File: src/hdl/assert_macros.svh
// Assertion macros shared by the RTL files.
`ifndef ASSERT_MACROS_SVH
`define ASSERT_MACROS_SVH

// Clocked assertion, disabled during reset.
`define ASSERT_CLK(label, clk_sig, rst_sig, prop, msg) \
  label: assert property (@(posedge clk_sig) disable iff (rst_sig) (prop)) else $error(msg);

// Clocked assertion, also checked during reset.
`define ASSERT_ALWAYS(label, clk_sig, prop, msg) \
  label: assert property (@(posedge clk_sig) (prop)) else $error(msg);

`endif

File: src/hdl/nphsl_pkg.sv
// Types and constants of the nearest palette color block.
package nphsl_pkg;

  localparam int VAL_W      = 17;
  localparam int DIVIDEND_W = 25;
  localparam int DIVISOR_W  = 9;
  localparam int QUOT_W     = 18;
  localparam int DIST_W     = 51;
  localparam int PAIR_COUNT = 8;
  localparam int PAIR_W     = 48;
  localparam int INDEX_W    = 4;

  localparam logic [DIST_W-1:0]    START_DIST = DIST_W'(65025) << 32;
  localparam logic [DIVISOR_W-1:0] L_DIVISOR  = 9'd510;
  localparam logic [DIVIDEND_W-1:0] HUE_SCALE = 25'd15360;

  localparam logic [PAIR_W-1:0] PAIR_RESET [PAIR_COUNT] = '{
    48'd2818572288, 48'd724373121024, 48'd184720783048704, 48'd185442337575936,
    48'd92724037702740, 48'd93458477154132, 48'd280740537259092,
    48'd281474976710484
  };

  typedef enum logic [2:0] {
    ST_IDLE,
    ST_LOAD,
    ST_DIV_START,
    ST_DIV_WAIT,
    ST_SQUARE,
    ST_COMPARE,
    ST_OUTPUT
  } state_t;

  typedef enum logic [1:0] {
    PH_L,
    PH_S,
    PH_H
  } phase_t;

endpackage

File: src/hdl/nphsl_div.sv
// Iterative unsigned divider, two quotient bits per cycle.
`include "assert_macros.svh"

module nphsl_div (
  input  logic                               clk,
  input  logic                               rst,
  input  logic                               start,
  input  logic [nphsl_pkg::DIVIDEND_W-1:0]   dividend,
  input  logic [nphsl_pkg::DIVISOR_W-1:0]    divisor,
  output logic                               done,
  output logic [nphsl_pkg::QUOT_W-1:0]       quotient
);
  import nphsl_pkg::*;

  localparam int STEPS = QUOT_W / 2;
  localparam int CNT_W = $clog2(STEPS);
  localparam logic [CNT_W-1:0] LAST = CNT_W'(STEPS - 1);

  logic                 busy;
  logic [CNT_W-1:0]     cnt;
  logic [DIVISOR_W-1:0] rem;
  logic [QUOT_W-1:0]    low;
  logic [DIVISOR_W:0]   t1, t2;
  logic [DIVISOR_W-1:0] r1, r2;
  logic                 b1, b2;

  always_comb begin
    t1 = {rem, low[QUOT_W-1]};
    b1 = t1 >= {1'b0, divisor};
    r1 = b1 ? DIVISOR_W'(t1 - {1'b0, divisor}) : t1[DIVISOR_W-1:0];
    t2 = {r1, low[QUOT_W-2]};
    b2 = t2 >= {1'b0, divisor};
    r2 = b2 ? DIVISOR_W'(t2 - {1'b0, divisor}) : t2[DIVISOR_W-1:0];
  end

  always_ff @(posedge clk) begin
    if (rst) begin
      busy <= 1'b0;
      done <= 1'b0;
      cnt  <= '0;
    end else begin
      done <= 1'b0;
      if (start) begin
        rem      <= DIVISOR_W'(dividend[DIVIDEND_W-1:QUOT_W]);
        low      <= dividend[QUOT_W-1:0];
        quotient <= '0;
        cnt      <= '0;
        busy     <= 1'b1;
      end else if (busy) begin
        rem      <= r2;
        low      <= {low[QUOT_W-3:0], 2'b00};
        quotient <= {quotient[QUOT_W-3:0], b1, b2};
        cnt      <= cnt + 1'b1;
        if (cnt == LAST) begin
          busy <= 1'b0;
          done <= 1'b1;
        end
      end
    end
  end

  `ASSERT_CLK(a_start_idle, clk, rst, start |-> !busy, "divider started while busy")
  `ASSERT_CLK(a_done_ends, clk, rst, done |-> !busy, "divider done while still busy")

endmodule

File: src/hdl/nearest_palette_color_hsl.sv
// Nearest palette color by HSL distance: top level with sequencer and datapath.
// Each request converts the sample and then every palette entry to HSL through one
// shared divider that yields two quotient bits a cycle (three divisions per color,
// one for grays), so 1 + PALETTE_SIZE colors are converted per request. Each entry
// then takes four steps on one squaring multiplier and a compare. Per entry the
// sequencer runs load, the divisions, squaring and compare; an output state and a
// return to idle close the request. in_ready is high only while no request is in
// progress; a finished index waits in the output register while the next request
// is taken.
`include "assert_macros.svh"

module nearest_palette_color_hsl #(
  parameter int PALETTE_SIZE = 16
) (
  input  logic                               clk,
  input  logic                               rst,
  input  logic                               in_valid,
  output logic                               in_ready,
  input  logic [7:0]                         red,
  input  logic [7:0]                         green,
  input  logic [7:0]                         blue,
  output logic                               out_valid,
  input  logic                               out_ready,
  output logic [nphsl_pkg::INDEX_W-1:0]      color_index,
  input  logic                               write_enable,
  input  logic [3:0]                         write_index,
  input  logic [nphsl_pkg::PAIR_W-1:0]       write_data
);
  import nphsl_pkg::*;

  localparam int N_SEARCH = (PALETTE_SIZE > 16) ? 16 : PALETTE_SIZE;
  localparam int SLOT_W   = $clog2(N_SEARCH + 1);
  localparam logic [SLOT_W-1:0] LAST_SLOT = SLOT_W'(N_SEARCH);

  state_t state, state_next;
  phase_t phase;

  logic [PAIR_W-1:0] pal [PAIR_COUNT];
  logic [SLOT_W-1:0] slot;
  logic [3:0]        entry_idx;
  logic [23:0]       entry_rgb;
  logic [7:0]        cur_r, cur_g, cur_b;
  logic [VAL_W-1:0]  c_h, c_s, c_l, p_h, p_s, p_l;
  logic [DIST_W-1:0] best, acc;
  logic [INDEX_W-1:0] pick;
  logic [1:0]        sq_cnt;
  logic [33:0]       prod;

  logic [7:0]        mx, mn, d;
  logic [8:0]        sum, den;
  logic signed [11:0] k;
  logic [DIVIDEND_W-1:0] hue_num;
  logic              div_start, div_done;
  logic [DIVIDEND_W-1:0] div_dividend;
  logic [DIVISOR_W-1:0]  div_divisor;
  logic [QUOT_W-1:0]     div_q;
  logic [VAL_W-1:0]      q;
  logic signed [17:0] dh, ds, dl, sq_op;
  logic signed [35:0] sq_full;
  logic               conv_end, out_free;

  assign entry_idx = 4'(slot - SLOT_W'(1));
  assign entry_rgb = entry_idx[0] ? pal[entry_idx[3:1]][47:24] : pal[entry_idx[3:1]][23:0];

  always_comb begin
    mx = cur_r;
    mn = cur_r;
    if (cur_g > mx) mx = cur_g;
    if (cur_b > mx) mx = cur_b;
    if (cur_g < mn) mn = cur_g;
    if (cur_b < mn) mn = cur_b;
    sum = {1'b0, mx} + {1'b0, mn};
    d   = mx - mn;
    den = (sum < 9'd255) ? sum : 9'(10'd510 - {1'b0, sum});
    if (cur_r == mx) begin
      k = $signed({4'b0, cur_g}) - $signed({4'b0, cur_b});
      if (k < 0) k = k + $signed(12'(6 * d));
    end else if (cur_g == mx) begin
      k = $signed({4'b0, cur_b}) - $signed({4'b0, cur_r}) + $signed(12'(2 * d));
    end else begin
      k = $signed({4'b0, cur_r}) - $signed({4'b0, cur_g}) + $signed(12'(4 * d));
    end
    hue_num = DIVIDEND_W'(DIVIDEND_W'(k[10:0]) * HUE_SCALE);
  end

  always_comb begin
    case (phase)
      PH_L: begin
        div_dividend = {sum, 16'h0};
        div_divisor  = L_DIVISOR;
      end
      PH_S: begin
        div_dividend = {1'b0, d, 16'h0};
        div_divisor  = den;
      end
      PH_H: begin
        div_dividend = hue_num;
        div_divisor  = {1'b0, d};
      end
      default: begin
        div_dividend = '0;
        div_divisor  = L_DIVISOR;
      end
    endcase
  end

  assign div_start = (state == ST_DIV_START);
  assign q = div_q[VAL_W-1:0];

  nphsl_div u_div (
    .clk      (clk),
    .rst      (rst),
    .start    (div_start),
    .dividend (div_dividend),
    .divisor  (div_divisor),
    .done     (div_done),
    .quotient (div_q)
  );

  assign dh = $signed({1'b0, c_h}) - $signed({1'b0, p_h});
  assign ds = $signed({1'b0, c_s}) - $signed({1'b0, p_s});
  assign dl = $signed({1'b0, c_l}) - $signed({1'b0, p_l});

  always_comb begin
    case (sq_cnt)
      2'd0:    sq_op = dh;
      2'd1:    sq_op = ds;
      default: sq_op = dl;
    endcase
  end

  assign sq_full  = sq_op * sq_op;
  assign conv_end = div_done && (phase == PH_H || (phase == PH_L && mx == mn));
  assign out_free = !out_valid || out_ready;
  assign in_ready = (state == ST_IDLE);

  always_comb begin
    state_next = state;
    case (state)
      ST_IDLE:      if (in_valid) state_next = ST_DIV_START;
      ST_LOAD:      state_next = ST_DIV_START;
      ST_DIV_START: state_next = ST_DIV_WAIT;
      ST_DIV_WAIT: begin
        if (div_done) begin
          if (!conv_end) state_next = ST_DIV_START;
          else if (slot == '0) state_next = ST_LOAD;
          else state_next = ST_SQUARE;
        end
      end
      ST_SQUARE:    if (sq_cnt == 2'd3) state_next = ST_COMPARE;
      ST_COMPARE:   state_next = (slot == LAST_SLOT) ? ST_OUTPUT : ST_LOAD;
      ST_OUTPUT:    if (out_free) state_next = ST_IDLE;
      default:      state_next = ST_IDLE;
    endcase
  end

  always_ff @(posedge clk) begin
    if (rst) begin
      state     <= ST_IDLE;
      out_valid <= 1'b0;
      for (int i = 0; i < PAIR_COUNT; i++) pal[i] <= PAIR_RESET[i];
    end else begin
      state <= state_next;
      if (write_enable && write_index < 4'(PAIR_COUNT)) pal[write_index[2:0]] <= write_data;
      if (state == ST_OUTPUT && out_free) out_valid <= 1'b1;
      else if (out_valid && out_ready) out_valid <= 1'b0;
    end
  end

  always_ff @(posedge clk) begin
    case (state)
      ST_IDLE: begin
        cur_r <= red;
        cur_g <= green;
        cur_b <= blue;
        slot  <= '0;
        best  <= START_DIST;
        pick  <= '0;
        phase <= PH_L;
      end
      ST_LOAD: begin
        cur_r <= entry_rgb[23:16];
        cur_g <= entry_rgb[15:8];
        cur_b <= entry_rgb[7:0];
        phase <= PH_L;
      end
      ST_DIV_WAIT: begin
        if (div_done) begin
          case (phase)
            PH_L: begin
              if (slot == '0) c_l <= q;
              else p_l <= q;
              if (mx == mn) begin
                if (slot == '0) begin
                  c_s <= '0;
                  c_h <= '0;
                end else begin
                  p_s <= '0;
                  p_h <= '0;
                end
              end
              phase <= PH_S;
            end
            PH_S: begin
              if (slot == '0) c_s <= q;
              else p_s <= q;
              phase <= PH_H;
            end
            default: begin
              if (slot == '0) c_h <= q;
              else p_h <= q;
              phase <= PH_L;
            end
          endcase
          if (conv_end && slot == '0) slot <= SLOT_W'(1);
          sq_cnt <= '0;
          acc    <= '0;
        end
      end
      ST_SQUARE: begin
        prod   <= sq_full[33:0];
        sq_cnt <= sq_cnt + 1'b1;
        if (sq_cnt == 2'd1) acc <= acc + DIST_W'({prod, 16'h0});
        else if (sq_cnt != 2'd0) acc <= acc + DIST_W'(prod);
      end
      ST_COMPARE: begin
        if (acc < best) begin
          best <= acc;
          pick <= entry_idx;
        end
        if (slot != LAST_SLOT) slot <= slot + 1'b1;
      end
      ST_OUTPUT: begin
        if (out_free) color_index <= pick;
      end
      default: ;
    endcase
  end

  `ASSERT_CLK(a_done_in_wait, clk, rst, div_done |-> state == ST_DIV_WAIT,
              "divider result outside wait state")
  `ASSERT_CLK(a_search_init, clk, rst, (in_valid && in_ready) |=> (best == START_DIST && pick == '0),
              "search not initialized on request")
  `ASSERT_CLK(a_slot_range, clk, rst, slot <= LAST_SLOT || state == ST_IDLE,
              "palette slot out of range")

endmodule
File: config.mk
export PLATFORM = sky130hd
export DESIGN_NAME = nearest_palette_color_hsl
export DESIGN_NICKNAME = d
export VERILOG_FILES = /design/src/hdl/nphsl_pkg.sv /design/src/hdl/nphsl_div.sv /design/src/hdl/nearest_palette_color_hsl.sv
export VERILOG_INCLUDE_DIRS = /design/src /design/src/hdl
export SDC_FILE = /design/constraint.sdc
export NUM_CORES = 2
export LEC_CHECK = 0
export ABC_CLOCK_PERIOD_IN_PS = 27000
export BUFFER_PORTS_ARGS = -buffer_cell sky130_fd_sc_hd__buf_2
export CORE_UTILIZATION = 35
export DETAILED_ROUTE_END_ITERATION = 10
export PLACE_DENSITY = 0.53
export SLEW_MARGIN = 25
export SYNTH_ARGS = -nofsm -noshare
export SYNTH_HDL_FRONTEND = slang
export SYNTH_SLANG_ARGS = --single-unit
File: constraint.sdc
create_clock -name clk -period 27 [get_ports clk]
set_input_delay 2.7 -clock clk [delete_from_list [all_inputs] [get_ports clk]]
set_output_delay 2.7 -clock clk [all_outputs]
set_load 0.005 [all_outputs]
==> metrics.yaml <==
outcome: "complete, no violations"
die_h_um: 392
synth_top_cell_by_area: "edfxtp_1"
ios: 87
regToRegStartpoint: "cur_g[1]"
synth-xor-area-share_pct: 4.39
synth-simple-area-share_pct: 13.8
use_met2_pct: 30.3
hold_viol: 0
gp_congestion: 0.865
crit_arrival_ns: 11.81
drv_slew: 0
setup_viol: 0
synth_compound_area_share_pct: 8.77
cts_buffers: 84
holdCritPathClass: "register to register"
cp-start-kind: "register"
area_delta_synth_final_pct: 10.7
endpoint_kind: "register"
cts_setup_buffers: 0
io_buffers: 86
synth_top_area_share_pct: 39.4
ctsHoldBuffers: 0
synth.distinct_cells: 93
grt_usage_pct: 18.4
num_rows: 142
drc: 0
drtAntennaViolNets: 0
max_slew_margin_pct: 35.3
cp-endpoint: "u_div.rem[6]"
dp_hpwl_mm: 98.6
critPathKind: "register to register"
cts.repair.resized: 0
wire_per_inst_um: 20.1
rsz0062_at_grt: "false"
synth_top_family_by_area: "adder cells"
slowest_stage: "ha_1"
first_global_vias: 36500
synth_area_um2: 53100
synth_area_leaders: "edfxtp_1 39%, fa_1 12%, ha_1 9.5%"
synthMuxAreaShare_pct: 6.45
startpoint: "cur_g[1]"
synthAdderAreaFrac_pct: 21.3
setup_tns_ns: 0
first_iter_violations: 2183
most-common-layout-cells: "696 x edfxtp_1, 588 x inv_1, 401 x ha_1, 313 x fa_1, 298 x nor2_1"
finClkSkew_ns: 0.0545
clk_pin_slew_ns: 0.07
num_vias: 35200
cts_buffer_depth: 3
start_util_pct: 35.4
reg2reg_to: "u_div.rem[6]"
vias_per_cell: 5.07
ys_ff_latch: 706
core_um2: 150000
cts-htree-levels: 3
top_usage_layer: "met2"
grt_max_degree: 79
overflow: 0
dieWidth_um: 392
synthArstFlopShare_pct: 0
nNetsFinal: 5644
reg2reg_depth: 45
synth_edf_count: 696
syn-num-nets: 5589
fin_crit_sh_pct: 42.1
cts_sinks: 706
first_pass_iters: 6
cts_root_buffer: "clkbuf_16"
met3_usage_pct: 3.35
fillCellCount: 14600
clk_latency_ns: 0.75
postSynthAreaPerCell_um2: 11.1
grt.met1_usage_pct: 24.8
dieArea_um2: 153000
seq_area_frac_synth_pct: 39.7
clock.fmax_ghz: 0.0879
rrSetupSlack_ns: 15.62
crit_required_ns: 27.43
routed_wl_mm: 139
critPathMaxStageDelay_ns: 0.67
cts_tree: "built"
drive_gt1_share_pct: 9.89
path_max_fanout: 17
syn_inst: 4792
drv_cap: 0
yosysWarnings: 0
period_minus_slack_ns: 11.38
tightest_slew_ns: 0.970
layout_commonest_cell: "edfxtp_1"
grt_antenna_before_repair: 29
grt_pass1_wl_mm: 216
ys.flop_type: "edfxtp_1"
layer usage:
metal  share of wire [%]  wire [µm]
met1                  45      63300
met2                  46      64600
met3                 5.4       7470
met4                 2.6       3620
met5                0.13        183
registers in the layout, summed over array words and instances, names as in the netlist, 33 cells and up:
name and flops:
pal 384, acc 51, best 51, prod 33
synthesized netlist by cell type (120+ instances only):
library cell / number
a21oi_1: 236
and2_1: 263
clkbuf_1: 164
edfxtp_1: 696
fa_1: 313
ha_1: 403
inv_1: 588
mux4_2: 120
nand2_1: 289
nor2_1: 303
o21ai_0: 133
or3_1: 175
xnor2_1: 173
critical path: cells and delay by family (launching register included):
family	cells	cell delay [ns]
buf+inv	3	0.81
compound gates	16	3.13
mux	2	0.82
flops	1	0.51
simple gates	17	3.44
fa+ha+maj	5	1.94
xor+xnor	2	0.43
final cells by class:
type | count | area (µm²) | area share [%]
inverters | 594 | 2230 | 3.79
well taps | 2016 | 2520 | 4.29
multi-input cells | 3309 | 29200 | 49.7
clock inverters | 48 | 632 | 1.07
flip-flops and latches | 706 | 21100 | 35.9
diodes | 3 | 7.51 | 0.0128
clock buffers | 105 | 2180 | 3.71
repair buffers | 152 | 930 | 1.58
kinds of logic (layout without fill, tap and decap cells):
group | Yosys count | count (layout)
AO/OA/AOI/OAI | 722 | 722
XOR/XNOR | 261 | 261
adder cells (fa/ha/maj) | 719 | 719
buffers and inverters | 777 | 899
flip-flops | 706 | 706
multiplexers | 188 | 188
other | 0 | 3
AND/OR/NAND/NOR | 1419 | 1419
how the worst min path moves through the flow:
stage | from | endpoint | slack (ns) | cells past startpoint
global route | pick[2] | color_index[2] | 0.42 | 0
floorplan | pick[0] | color_index[0] | 0.40 | 0
CTS | pick[0] | color_index[0] | 0.42 | 0
global placement | pick[1] | color_index[1] | 0.40 | 0
finish | pick[0] | color_index[0] | 0.42 | 0
detailed placement | pick[0] | color_index[0] | 0.41 | 0
per-stage QoR:
step           instance area, µm²  instances  hold slack, ns  worst slack, ns  util, %
2_1_floorplan               53100       4792           0.400            16.97        -
6_report                    58800       6933           0.418            15.62     39.2
4_1_cts                     58800       6929           0.418            15.68     39.2
3_3_place_gp                56000       6776           0.402            15.79     37.3
5_1_grt                     58800       6930           0.421            14.46     39.2
3_5_place_dp                56000       6776           0.405            15.75     37.3
Power is left out: the tool's default activity adds up to more than one toggle a clock period on the data nets, which glitch-free logic cannot reach.
